--- src/sv/rid_pkg.sv ---
`timescale 1ns / 1ps
// shared constants, codes and types of the request id translation table
// no dependencies

package rid_pkg;

  localparam int SLOTS  = 32;
  localparam int SLOT_W = (SLOTS > 1) ? $clog2(SLOTS) : 1;
  localparam int CNT_W  = $clog2(SLOTS + 1);

  localparam logic [15:0] TIMEOUT_RESET = 16'd5;
  localparam logic [31:0] TIME_MAX      = 32'hFFFF_FFFF;

  localparam logic [1:0] REQ_TICK    = 2'd0;
  localparam logic [1:0] REQ_ALLOC   = 2'd1;
  localparam logic [1:0] REQ_RESOLVE = 2'd2;

  localparam logic [1:0] ST_OK     = 2'd0;
  localparam logic [1:0] ST_FULL   = 2'd1;
  localparam logic [1:0] ST_BAD_ID = 2'd2;

  typedef enum logic [2:0] {
    RES_ZERO,
    RES_ALLOC,
    RES_FULL,
    RES_BAD,
    RES_RESOLVE
  } res_sel_e;

  typedef struct packed {
    logic [15:0] orig_id;
    logic [31:0] client_ip;
    logic [15:0] client_port;
    logic [31:0] expiry;
  } slot_t;

  typedef struct packed {
    logic              load_req;
    logic              tick;
    logic              rd_en;
    logic              rd_scan;
    logic [SLOT_W-1:0] scan_addr;
    logic              claim;
    logic              mark_done;
    logic              load_res;
    res_sel_e          res_sel;
    logic              load_out;
  } ctl_cmd_t;

  typedef struct packed {
    logic [1:0] req_type;
    logic       bad_id;
    logic       hit;
  } ctl_sts_t;

endpackage

--- src/sv/rid_ram.sv ---
`timescale 1ns / 1ps
// generic single port write, single port read ram with registered read
// no dependencies

module rid_ram #(
  parameter int WIDTH = 8,
  parameter int DEPTH = 32
) (
  input  logic                                          clk_i,
  input  logic                                          wr_en_i,
  input  logic [((DEPTH > 1) ? $clog2(DEPTH) : 1)-1:0] wr_addr_i,
  input  logic [WIDTH-1:0]                              wr_data_i,
  input  logic                                          rd_en_i,
  input  logic [((DEPTH > 1) ? $clog2(DEPTH) : 1)-1:0] rd_addr_i,
  output logic [WIDTH-1:0]                              rd_data_o
);

  logic [WIDTH-1:0] mem_q [DEPTH];
  logic [WIDTH-1:0] rd_data_q;

  always_ff @(posedge clk_i) begin
    if (wr_en_i) begin
      mem_q[wr_addr_i] <= wr_data_i;
    end
    if (rd_en_i) begin
      rd_data_q <= mem_q[rd_addr_i];
    end
  end

  assign rd_data_o = rd_data_q;

endmodule

--- src/sv/rid_datapath.sv ---
`timescale 1ns / 1ps
// datapath: time counter, timeout register, slot flags, slot ram and result registers
// depends on rid_pkg and rid_ram

module rid_datapath (
  input  logic              clk_i,
  input  logic              rst_ni,
  input  logic              cfg_we_i,
  input  logic [15:0]       cfg_wdata_i,
  input  logic [1:0]        req_type_i,
  input  logic [15:0]       txn_id_i,
  input  logic [31:0]       client_ip_i,
  input  logic [15:0]       client_port_i,
  input  rid_pkg::ctl_cmd_t cmd_i,
  output rid_pkg::ctl_sts_t sts_o,
  output logic [1:0]        status_o,
  output logic [15:0]       new_id_o,
  output logic [15:0]       orig_id_o,
  output logic [31:0]       client_ip_out_o,
  output logic [15:0]       client_port_out_o
);

  import rid_pkg::*;

  logic [1:0]        req_q;
  logic [15:0]       id_q;
  logic [31:0]       ip_q;
  logic [15:0]       port_q;
  logic [31:0]       time_q;
  logic [15:0]       timeout_q;
  logic [SLOTS-1:0]  done_q;
  logic [SLOTS-1:0]  wr_q;
  logic [SLOT_W-1:0] idx_q;

  logic [SLOT_W-1:0] rd_addr;
  slot_t             rd_slot;
  slot_t             eff_slot;
  slot_t             wr_slot;
  logic [32:0]       exp_sum;
  logic [31:0]       new_exp;
  logic              reusable;

  logic [1:0]  res_status_q, res_status_d;
  logic [15:0] res_new_id_q, res_new_id_d;
  logic [15:0] res_orig_q, res_orig_d;
  logic [31:0] res_ip_q, res_ip_d;
  logic [15:0] res_port_q, res_port_d;

  logic [1:0]  out_status_q;
  logic [15:0] out_new_id_q;
  logic [15:0] out_orig_q;
  logic [31:0] out_ip_q;
  logic [15:0] out_port_q;

  assign rd_addr = cmd_i.rd_scan ? cmd_i.scan_addr : SLOT_W'(id_q - 16'd1);

  rid_ram #(
    .WIDTH($bits(slot_t)),
    .DEPTH(SLOTS)
  ) u_slot_ram (
    .clk_i    (clk_i),
    .wr_en_i  (cmd_i.claim),
    .wr_addr_i(idx_q),
    .wr_data_i(wr_slot),
    .rd_en_i  (cmd_i.rd_en),
    .rd_addr_i(rd_addr),
    .rd_data_o(rd_slot)
  );

  // never written slots read as zero
  assign eff_slot = wr_q[idx_q] ? rd_slot : '0;
  assign reusable = done_q[idx_q] ||
                    ((eff_slot.expiry != 32'd0) && (eff_slot.expiry < time_q));

  assign exp_sum = {1'b0, time_q} + 33'(timeout_q);
  assign new_exp = exp_sum[32] ? TIME_MAX : exp_sum[31:0];

  always_comb begin
    wr_slot.orig_id     = id_q;
    wr_slot.client_ip   = ip_q;
    wr_slot.client_port = port_q;
    wr_slot.expiry      = new_exp;
  end

  assign sts_o.req_type = req_q;
  assign sts_o.bad_id   = (id_q == 16'd0) || (id_q > 16'(SLOTS));
  assign sts_o.hit      = reusable && ((16'(idx_q) + 16'd1) != id_q);

  always_ff @(posedge clk_i or negedge rst_ni) begin
    if (!rst_ni) begin
      time_q    <= '0;
      timeout_q <= TIMEOUT_RESET;
      done_q    <= '1;
      wr_q      <= '0;
    end else begin
      if (cfg_we_i) begin
        timeout_q <= cfg_wdata_i;
      end
      if (cmd_i.tick && (time_q != TIME_MAX)) begin
        time_q <= time_q + 32'd1;
      end
      if (cmd_i.claim) begin
        done_q[idx_q] <= 1'b0;
        wr_q[idx_q]   <= 1'b1;
      end
      if (cmd_i.mark_done) begin
        done_q[idx_q] <= 1'b1;
      end
    end
  end

  always_comb begin
    res_status_d = ST_OK;
    res_new_id_d = '0;
    res_orig_d   = '0;
    res_ip_d     = '0;
    res_port_d   = '0;
    case (cmd_i.res_sel)
      RES_ZERO: begin
      end
      RES_ALLOC: begin
        res_new_id_d = 16'(idx_q) + 16'd1;
      end
      RES_FULL: begin
        res_status_d = ST_FULL;
      end
      RES_BAD: begin
        res_status_d = ST_BAD_ID;
      end
      RES_RESOLVE: begin
        res_orig_d = eff_slot.orig_id;
        res_ip_d   = eff_slot.client_ip;
        res_port_d = eff_slot.client_port;
      end
      default: begin
      end
    endcase
  end

  always_ff @(posedge clk_i) begin
    if (cmd_i.load_req) begin
      req_q  <= req_type_i;
      id_q   <= txn_id_i;
      ip_q   <= client_ip_i;
      port_q <= client_port_i;
    end
    if (cmd_i.rd_en) begin
      idx_q <= rd_addr;
    end
    if (cmd_i.load_res) begin
      res_status_q <= res_status_d;
      res_new_id_q <= res_new_id_d;
      res_orig_q   <= res_orig_d;
      res_ip_q     <= res_ip_d;
      res_port_q   <= res_port_d;
    end
    if (cmd_i.load_out) begin
      out_status_q <= res_status_q;
      out_new_id_q <= res_new_id_q;
      out_orig_q   <= res_orig_q;
      out_ip_q     <= res_ip_q;
      out_port_q   <= res_port_q;
    end
  end

  assign status_o          = out_status_q;
  assign new_id_o          = out_new_id_q;
  assign orig_id_o         = out_orig_q;
  assign client_ip_out_o   = out_ip_q;
  assign client_port_out_o = out_port_q;

endmodule

--- src/sv/rid_ctrl.sv ---
`timescale 1ns / 1ps
// controller: request sequencing, slot scan counter and output handshake
// depends on rid_pkg

module rid_ctrl (
  input  logic              clk_i,
  input  logic              rst_ni,
  input  logic              in_valid_i,
  output logic              in_stall_o,
  output logic              out_valid_o,
  input  logic              out_stall_i,
  input  rid_pkg::ctl_sts_t sts_i,
  output rid_pkg::ctl_cmd_t cmd_o
);

  import rid_pkg::*;

  localparam logic [2:0] S_IDLE = 3'd0;
  localparam logic [2:0] S_DISP = 3'd1;
  localparam logic [2:0] S_SCAN = 3'd2;
  localparam logic [2:0] S_RRES = 3'd3;
  localparam logic [2:0] S_DONE = 3'd4;

  logic [2:0]       state_q, state_d;
  logic [CNT_W-1:0] cnt_q, cnt_d;
  logic             chk_q, chk_d;
  logic             out_valid_q, out_valid_d;
  logic             scan_end;
  logic             found;
  logic             issue;
  logic             out_free;

  assign scan_end = (cnt_q == CNT_W'(SLOTS));
  assign found    = chk_q && sts_i.hit;
  assign issue    = !scan_end && !found;
  assign out_free = !out_valid_q || !out_stall_i;

  always_comb begin
    state_d         = state_q;
    cnt_d           = cnt_q;
    chk_d           = 1'b0;
    out_valid_d     = out_valid_q && out_stall_i;
    cmd_o           = '0;
    cmd_o.res_sel   = RES_ZERO;
    cmd_o.scan_addr = cnt_q[SLOT_W-1:0];
    case (state_q)
      S_IDLE: begin
        if (in_valid_i) begin
          cmd_o.load_req = 1'b1;
          state_d        = S_DISP;
        end
      end
      S_DISP: begin
        cnt_d = '0;
        case (sts_i.req_type)
          REQ_TICK: begin
            cmd_o.tick     = 1'b1;
            cmd_o.load_res = 1'b1;
            state_d        = S_DONE;
          end
          REQ_ALLOC: begin
            state_d = S_SCAN;
          end
          REQ_RESOLVE: begin
            if (sts_i.bad_id) begin
              cmd_o.load_res = 1'b1;
              cmd_o.res_sel  = RES_BAD;
              state_d        = S_DONE;
            end else begin
              cmd_o.rd_en = 1'b1;
              state_d     = S_RRES;
            end
          end
          default: begin
            cmd_o.load_res = 1'b1;
            state_d        = S_DONE;
          end
        endcase
      end
      S_SCAN: begin
        // read of slot cnt overlaps the check of the slot read last cycle
        cmd_o.rd_en   = issue;
        cmd_o.rd_scan = 1'b1;
        chk_d         = issue;
        if (issue) begin
          cnt_d = cnt_q + CNT_W'(1);
        end
        if (found) begin
          cmd_o.claim    = 1'b1;
          cmd_o.load_res = 1'b1;
          cmd_o.res_sel  = RES_ALLOC;
          state_d        = S_DONE;
        end else if (scan_end) begin
          cmd_o.load_res = 1'b1;
          cmd_o.res_sel  = RES_FULL;
          state_d        = S_DONE;
        end
      end
      S_RRES: begin
        cmd_o.mark_done = 1'b1;
        cmd_o.load_res  = 1'b1;
        cmd_o.res_sel   = RES_RESOLVE;
        state_d         = S_DONE;
      end
      S_DONE: begin
        if (out_free) begin
          cmd_o.load_out = 1'b1;
          out_valid_d    = 1'b1;
          state_d        = S_IDLE;
        end
      end
      default: begin
        state_d = S_IDLE;
      end
    endcase
  end

  always_ff @(posedge clk_i or negedge rst_ni) begin
    if (!rst_ni) begin
      state_q     <= S_IDLE;
      cnt_q       <= '0;
      chk_q       <= 1'b0;
      out_valid_q <= 1'b0;
    end else begin
      state_q     <= state_d;
      cnt_q       <= cnt_d;
      chk_q       <= chk_d;
      out_valid_q <= out_valid_d;
    end
  end

  assign in_stall_o  = (state_q != S_IDLE);
  assign out_valid_o = out_valid_q;

endmodule

--- src/sv/request_id_translation_table_unit.sv ---
`timescale 1ns / 1ps
// top level of the request id translation table
// depends on rid_pkg, rid_ctrl, rid_datapath
//
//   channel  direction  handshake                fields
//   in       input      in_valid_i / in_stall_o  req_type, txn_id, client_ip, client_port
//   out      output     out_valid_o / out_stall_i status, new_id, orig_id, client_ip_out,
//                                                client_port_out
//   cfg      input      cfg_we_i                 timeout_ticks (cfg_wdata_i)
//
// one transaction at a time: tick and unused types finish at dispatch, resolve reads its slot
// unless the id is bad, allocate scans from slot 0 until a reusable slot is claimed or the
// table is found full, the slot ram read port scanning one slot a cycle
// no clearing pass after reset: per-slot written and done flags reset at once
// a finished result waits in the output register while the next transaction is accepted

module request_id_translation_table_unit (
  input  logic        clk_i,
  input  logic        rst_ni,
  input  logic        cfg_we_i,
  input  logic [15:0] cfg_wdata_i,
  input  logic        in_valid_i,
  output logic        in_stall_o,
  input  logic [1:0]  req_type_i,
  input  logic [15:0] txn_id_i,
  input  logic [31:0] client_ip_i,
  input  logic [15:0] client_port_i,
  output logic        out_valid_o,
  input  logic        out_stall_i,
  output logic [1:0]  status_o,
  output logic [15:0] new_id_o,
  output logic [15:0] orig_id_o,
  output logic [31:0] client_ip_out_o,
  output logic [15:0] client_port_out_o
);

  import rid_pkg::*;

  ctl_cmd_t cmd;
  ctl_sts_t sts;

  rid_ctrl u_ctrl (
    .clk_i      (clk_i),
    .rst_ni     (rst_ni),
    .in_valid_i (in_valid_i),
    .in_stall_o (in_stall_o),
    .out_valid_o(out_valid_o),
    .out_stall_i(out_stall_i),
    .sts_i      (sts),
    .cmd_o      (cmd)
  );

  rid_datapath u_dp (
    .clk_i            (clk_i),
    .rst_ni           (rst_ni),
    .cfg_we_i         (cfg_we_i),
    .cfg_wdata_i      (cfg_wdata_i),
    .req_type_i       (req_type_i),
    .txn_id_i         (txn_id_i),
    .client_ip_i      (client_ip_i),
    .client_port_i    (client_port_i),
    .cmd_i            (cmd),
    .sts_o            (sts),
    .status_o         (status_o),
    .new_id_o         (new_id_o),
    .orig_id_o        (orig_id_o),
    .client_ip_out_o  (client_ip_out_o),
    .client_port_out_o(client_port_out_o)
  );

endmodule

--- config.mk ---
export PLATFORM = sky130hd
export DESIGN_NAME = request_id_translation_table_unit
export DESIGN_NICKNAME = d
export VERILOG_FILES = /design/src/sv/rid_pkg.sv /design/src/sv/rid_ram.sv /design/src/sv/rid_datapath.sv /design/src/sv/rid_ctrl.sv /design/src/sv/request_id_translation_table_unit.sv
export SDC_FILE = /design/constraint.sdc
export NUM_CORES = 2
export LEC_CHECK = 0
export BUFFER_PORTS_ARGS = -buffer_cell sky130_fd_sc_hd__buf_2
export CAP_MARGIN = 20
export CORE_UTILIZATION = 35
export DETAILED_ROUTE_END_ITERATION = 12
export PLACE_DENSITY = 0.56
export RECOVER_POWER = 25
export SETUP_SLACK_MARGIN = 0.2
export SYNTH_ARGS = -nofsm -noshare
export SYNTH_HDL_FRONTEND = slang
export SYNTH_HIERARCHICAL = 1
export SYNTH_SLANG_ARGS = --single-unit
--- constraint.sdc ---
create_clock -name clk_i -period 13.4 [get_ports clk_i]
set_input_delay 2.01 -clock clk_i [delete_from_list [all_inputs] [get_ports clk_i]]
set_output_delay 2.01 -clock clk_i [all_outputs]
set_load 0.05 [all_outputs]
* Word level (Yosys, flattened, before mapping)
Memories as Yosys holds them, arrays and structs flattened. A register that Yosys moved wholly into a read port is not among the register bits.
Index checks and enable logic that the tools add are counted.
** Storage, ports and cells
- Logic and storage cells :: 122
- Memories :: 1
- Memory bits (writable) :: 3072
- Bits of input ports :: 87
- Bits in registers :: 358
- Output and inout bits :: 84
** Cells by class
- Order comparisons :: 4
- Multiplexer cells :: 45
- Reduce and logical (&&, ||, !) cells :: 23
- Add/sub/neg operators :: 5
- Equality and inequality tests :: 17
- Bitwise logic cells :: 4
** Memory list
- u_dp.u_slot_ram.mem_q :: words 32, width 96, read ports 1, clocked after memory_dff 1, write ports 1, line rid_ram.sv:18 : logic [WIDTH-1:0] mem_q [DEPTH];
** Operators by type and width (number)
- 32-bit 2-to-1 mux :: 4
- 32-bit bitwise OR :: 2
- 32-bit by 16-bit adder with 33-bit output :: 1
- 32-bit by 1-bit adder with 32-bit output, second input constant :: 1
- 32-bit bitwise AND :: 1
- 32-bit less-than comparator :: 1
- 32-bit inequality test, second input constant :: 1
- 32-bit NOT :: 1
- 32-bit nonzero test :: 1
- 1-bit 2-to-1 mux :: 20
- 3-bit 2-to-1 mux :: 6
- 16-bit by 6-bit greater-than comparator with 1-bit output, second input constant :: 1
- 16-bit zero test :: 1
- 6-bit by 16-bit inequality test with 1-bit output :: 1
- 3-bit one-hot mux with 5 select lines :: 1
- 3-bit by 2-bit == test with 1-bit output, second input constant :: 4
- 4-bit 2-to-1 mux :: 3
- 4-bit one-hot mux with 3 select lines :: 1
- 6-bit one-hot mux with 2 select lines :: 1
- 1-bit binary-select mux with 5-bit select :: 2
- 1-bit logical AND :: 7
- 5-bit by 1-bit adder with 6-bit output, second input constant :: 1
- 6-bit by 1-bit adder with 6-bit output, second input constant :: 1
- 3-bit by 1-bit == test with 1-bit output, second input constant :: 2
- 24 further kinds :: 33

* Longest topological paths before layout
- Depth in word-level cells :: 13
- Depth in mapped cells :: 23
- Gate-level depth less buffers :: 19

* Cells and area by module
The synthesis kept the hierarchy.
** By module, submodules not included
- rid_ram :: sequential area each 95131.2 µm², instances 1, cells each 5604, area an instance 119502.1 µm²
- rid_datapath :: sequential area each 9301.4 µm², instances 1, cells each 1111, area an instance 14750.4 µm²
- rid_ctrl :: sequential area each 275.3 µm², instances 1, cells each 85, area an instance 772.0 µm²

* Worst setup path before layout
OpenSTA, ideal clock, no wires.
- Path type :: reg-to-reg
- From :: register u_dp.id_q[0]
- To :: register u_dp.idx_q[0], enable pin
- Cell stages (with the launch flop) :: 8
- Period minus slack after synthesis :: 9.646 ns
- Setup time :: 0.700 ns
- Buffers on the path :: 0
- Required time :: 12.700 ns
- Arrival time :: 8.946 ns
- Slack :: 3.754 ns
- Path through :: edfxtp_1 > inv_1 > ha_1 > nand2_1 > nor3_1 > or3b_2 > nand2b_1 > o21ai_0
** RTL lines
- from (decl) :: line rid_datapath.sv:26 : logic [15:0] id_q;
- from (signal assigned) :: line rid_datapath.sv:143 : id_q <= txn_id_i;
- to (signal assigned) :: line rid_datapath.sv:148 : idx_q <= rd_addr;
- to (decl) :: line rid_datapath.sv:33 : logic [SLOT_W-1:0] idx_q;

==> metrics.csv <==
stage;metric;value;unit
placed_design;port-buffer-count;160;
power;p_leak;51.5;nW
grt;grt_first_pass_wirelength;524000;um
cts;cts.sinks;3506;
floorplanning;die_w;623;um
finish;layout.nets;7325;
worst_setup_path;worst-path-stages;19;
drt;ant_nets;0;
yosys;netlist_area;135000;sq um
drt;met2_length;177000;um
cts;htree_levels;5;
worst_setup_path;cp_cell_sequence;mux4_1 -> a22oi_1 -> o21ai_0 -> o22a_4 -> and2_1 -> ha_1 -> a21o_1 -> nand3_1 -> a21oi_1 -> a2111oi_0 -> a2111oi_0 -> a211oi_1 -> o21a_1 -> and3_2 -> nand3b_1 -> nor2_4 -> buf_12 -> buf_4 -> buf_4;
yosys;netlist_instances;6800;
yosys;syn_area_per_cell;19.9;sq um
drt;avgRoutedWirePerCell;29.6;um
worst_setup_path;endpoint;u_dp/u_slot_ram/mem_q[25][4]$_DFFE_PP_;
worst_setup_path;cp_slowest_cell;edfxtp_1;
sta;fmax;125;MHz
yosys;synth.ff_latch_count;3506;
yosys;ys_seq_area_frac;0.775;
power;seqPwrFrac;0.432;
grt;track_usage;0.187;
power;p_sw;9.29;mW
drt;wl_met1;158000;um
cts;cts_hold_buf;0;
sta;setup_viol;0;
grt;antenna_found_initial;25;
grt;grt_max_degree;121;
cts;cts_resized;0;
cts;clk_latency;0.94;ns
sta;worst_hold_slack;0.417;ns
floorplanning;initial_core_util;0.352;
worst_setup_path;cp-start-kind;flip-flop;
run_status;violations;capacitance limit, slew limit;
sta;tightest_slew;2.31;ns
floorplanning;core-area;383000;sq um
sta;period_needed;8.00;ns
worst_setup_path;cpPeakStageDelay;1.03;ns
floorplanning;rows;227;
drt;top_layer;met5;
placed_design;hpwl;205000;um
grt;grt_pass1_vias;69000;
worst_setup_path;rr_worst_depth;19;
worst_setup_path;critPathArrivalTime;8.55;ns
floorplanning;die_area;388000;sq um
worst_setup_path;path_buf_inv;3;
yosys;synth_edf_count;3383;
worst_setup_path;startpoint;u_dp/idx_q[4]$_DFFE_PP_;
sta;finalMaxSlewViolations;606;
worst_setup_path;r2r_slack;5.40;ns
cts;cts_setup_buffers;0;
worst_setup_path;crit_path_end_kind;flip-flop;
placed_design;gp_congestion;0.824;
yosys;synth.distinct_cells;79;
yosys;async_flop_share;0.0351;
power;power_frac_comb;0.236;
yosys;yosys.area.top_type;edfxtp_1;
power;p_per_area;197;nW/um^2
power;swShare;0.305;
finish;syn2layout_area_growth;14.5;%
drt;vias_per_cell;5.50;
drt;routed_wl;370000;um
finish;layout-drive-gt1-share;0.195;
sta;hold_violations;0;
yosys;yosysTopAreaCellShare;0.752;
drt;dr.pass1.iters;6;
floorplanning;fp.dieH;623;um
min_path;hold_path.class;flip-flop to flip-flop;
sta;period_share;0.597;
worst_setup_path;r2r-end;u_dp/u_slot_ram/mem_q[25][4]$_DFFE_PP_;
drt;vias;68900;
cts;cts-root-buf;clkbuf_16;
worst_setup_path;r2r-start;u_dp/idx_q[4]$_DFFE_PP_;
run_status;outcome;complete, but fails checks;
sta;tns;0;ns
worst_setup_path;path_delay_family;compound AO/OA/AOI/OAI gates;
worst_setup_path;crit_required;13.95;ns
power;internal-power;21.2;mW
sta;max_slew_margin;-0.542;
drt;drt_iter0_drc;8068;
min_path;hold_path_depth;0;
finish;seq_area;105000;sq um
worst_setup_path;cp_max_fo;33;
cts;cts_tree;yes;
power;finalPower;30.5;mW
drt;wl_met3;25900;um
yosys;yosys_warnings;6;
finish;fill_cells;33600;
sta;fin_worst_skew;0.0641;ns
power;vdd_ir_drop_max;0.174;mV
power;p_clk_frac;0.332;
drt;drc;0;
grt;grt_overflow;0;
worst_setup_path;path_class;flip-flop to flip-flop;
run;max-cap-violations;18;
floorplanning;ios;171;
cts;clkSlewWorstSetupHoldPaths;0.06;ns
yosys;synthFlopType;edfxtp_1;
cts;clk_path_buf_depth;4;
cts;numCtsBuffers;361;
sta;rsz0062_at_grt;no;
finish;multi_input_area;28700;sq um
yosys;synth.area.top_cells;edfxtp_1 (75%), mux4_2 (6.6%), mux2i_1 (5.7%);
==> placed cells by master (no fill, tap or decap), types with 13 or more instances in the layout <==
cell,n
nand3_1,230
nand2_1,87
mux2i_1,772
mux4_2,395
buf_4,143
and2_4,63
a31oi_1,58
clkbuf_1,130
a21oi_1,33
xnor2_1,46
edfxtp_1,3383
nor3_1,22
dfrtp_1,89
o21ai_0,84
a22o_1,51
clkinv_2,62
bufinv_16,42
o21bai_1,32
nand4_1,67
clkbuf_16,370
mux2_2,20
buf_2,159
and2_1,44
ha_1,58
inv_1,54
clkinv_1,75
buf_12,25
dfstp_2,34
nor2b_1,13
a22oi_1,512
nor2_4,38
nor2_1,48
==> routing by layer <==
layer,vias to the layer above,track usage
li1,28700,-
met1,37000,0.263
met2,2707,0.305
met5,-,0
met3,473,0.0274
met4,6,0.0439
==> synth_stat cells, types with 50 or more instances <==
cell type,instances
a22oi_1,512
nand3_1,230
dfrtp_1,89
inv_1,54
a22o_1,51
o21ai_0,93
nand4_1,67
buf_2,110
mux2i_1,773
a31oi_1,61
ha_1,58
nand2_1,88
mux4_2,395
buf_4,50
nor2_1,90
clkbuf_1,169
edfxtp_1,3383
and2_4,61
==> power by group through the flow <==
stage	registers [mW]	logic, mW	clock network (mW)
after floorplan	13.5	4.20	0
after global placement	13.5	6.98	0
after detailed placement	13.5	7.06	0
after CTS	13.3	7.09	10.3
after global routing	13.2	7.54	10.7
final	13.2	7.18	10.1
==> registers in the layout, indices dropped and copies added, names as in the netlist, 6 cells and up <==
| name | count |
|---|---|
| u_dp/time_q | 32 |
| u_dp/res_ip_q | 32 |
| u_dp/timeout_q | 16 |
| u_dp/client_ip_out_o | 32 |
| u_dp/wr_q | 32 |
| u_dp/client_port_out_o | 16 |
| u_dp/res_port_q | 16 |
| u_dp/port_q | 16 |
| u_dp/done_q | 32 |
| u_ctrl/cnt_q | 6 |
| u_dp/res_orig_q | 16 |
| u_dp/u_slot_ram/rd_data_o | 96 |
| u_dp/ip_q | 32 |
| u_dp/orig_id_o | 16 |
| u_dp/u_slot_ram/mem_q | 3072 |
| u_dp/id_q | 16 |
| u_dp/res_new_id_q | 6 |
| u_dp/new_id_o | 6 |
==> per-stage QoR <==
stage	setup slack (ns)	area [sq um]	util	cells
after floorplan	3.75	135000	-	6809
after global placement	4.90	142000	0.371	11800
after detailed placement	5.44	143000	0.372	11800
after CTS	5.40	154000	0.403	12500
after global routing	5.08	155000	0.404	12500
final	5.40	155000	0.404	12500
==> how the worst min path moves through the flow <==
stage                                           from                                   to  slack [ns]
finish                u_dp/res_ip_q[3]$_SDFFCE_PN0P_    u_dp/client_ip_out_o[3]$_DFFE_PP_        0.42
global route         u_dp/res_ip_q[16]$_SDFFCE_PN0P_   u_dp/client_ip_out_o[16]$_DFFE_PP_        0.42
CTS                 u_dp/res_port_q[7]$_SDFFCE_PN0P_  u_dp/client_port_out_o[7]$_DFFE_PP_        0.42
detailed placement    u_dp/res_ip_q[3]$_SDFFCE_PN0P_    u_dp/client_ip_out_o[3]$_DFFE_PP_        0.41
global placement    u_dp/res_orig_q[9]$_SDFFCE_PN0P_          u_dp/orig_id_o[9]$_DFFE_PP_        0.41
floorplan             u_dp/res_ip_q[0]$_SDFFCE_PN0P_    u_dp/client_ip_out_o[0]$_DFFE_PP_        0.40
==> cells by family (layout without fill, tap and decap cells) <==
logic type / after synthesis / in the layout / synth area share
other: 1 / 17 / 0.0000278
adders and majority gates: 59 / 59 / 0.00552
AOI/OAI and AO/OA: 846 / 846 / 0.0449
muxes: 1192 / 1192 / 0.126
xor gates and xnor gates: 58 / 58 / 0.00376
buffers and inverters: 433 / 1104 / 0.0160
DFF: 3506 / 3506 / 0.775
and+or+nand+nor: 705 / 705 / 0.0288
==> area by class of cell <==
type	instances	share of cell area
timing repair buffer	386	0.0178
inverter	54	0.00131
multi-input combinational	2870	0.186
sequential	3506	0.677
clock inverter	211	0.0148
tap	5038	0.0408
clock buffer	453	0.0622
antenna	7	0.000113
Note: power is estimated with default switching activity, not from simulation.
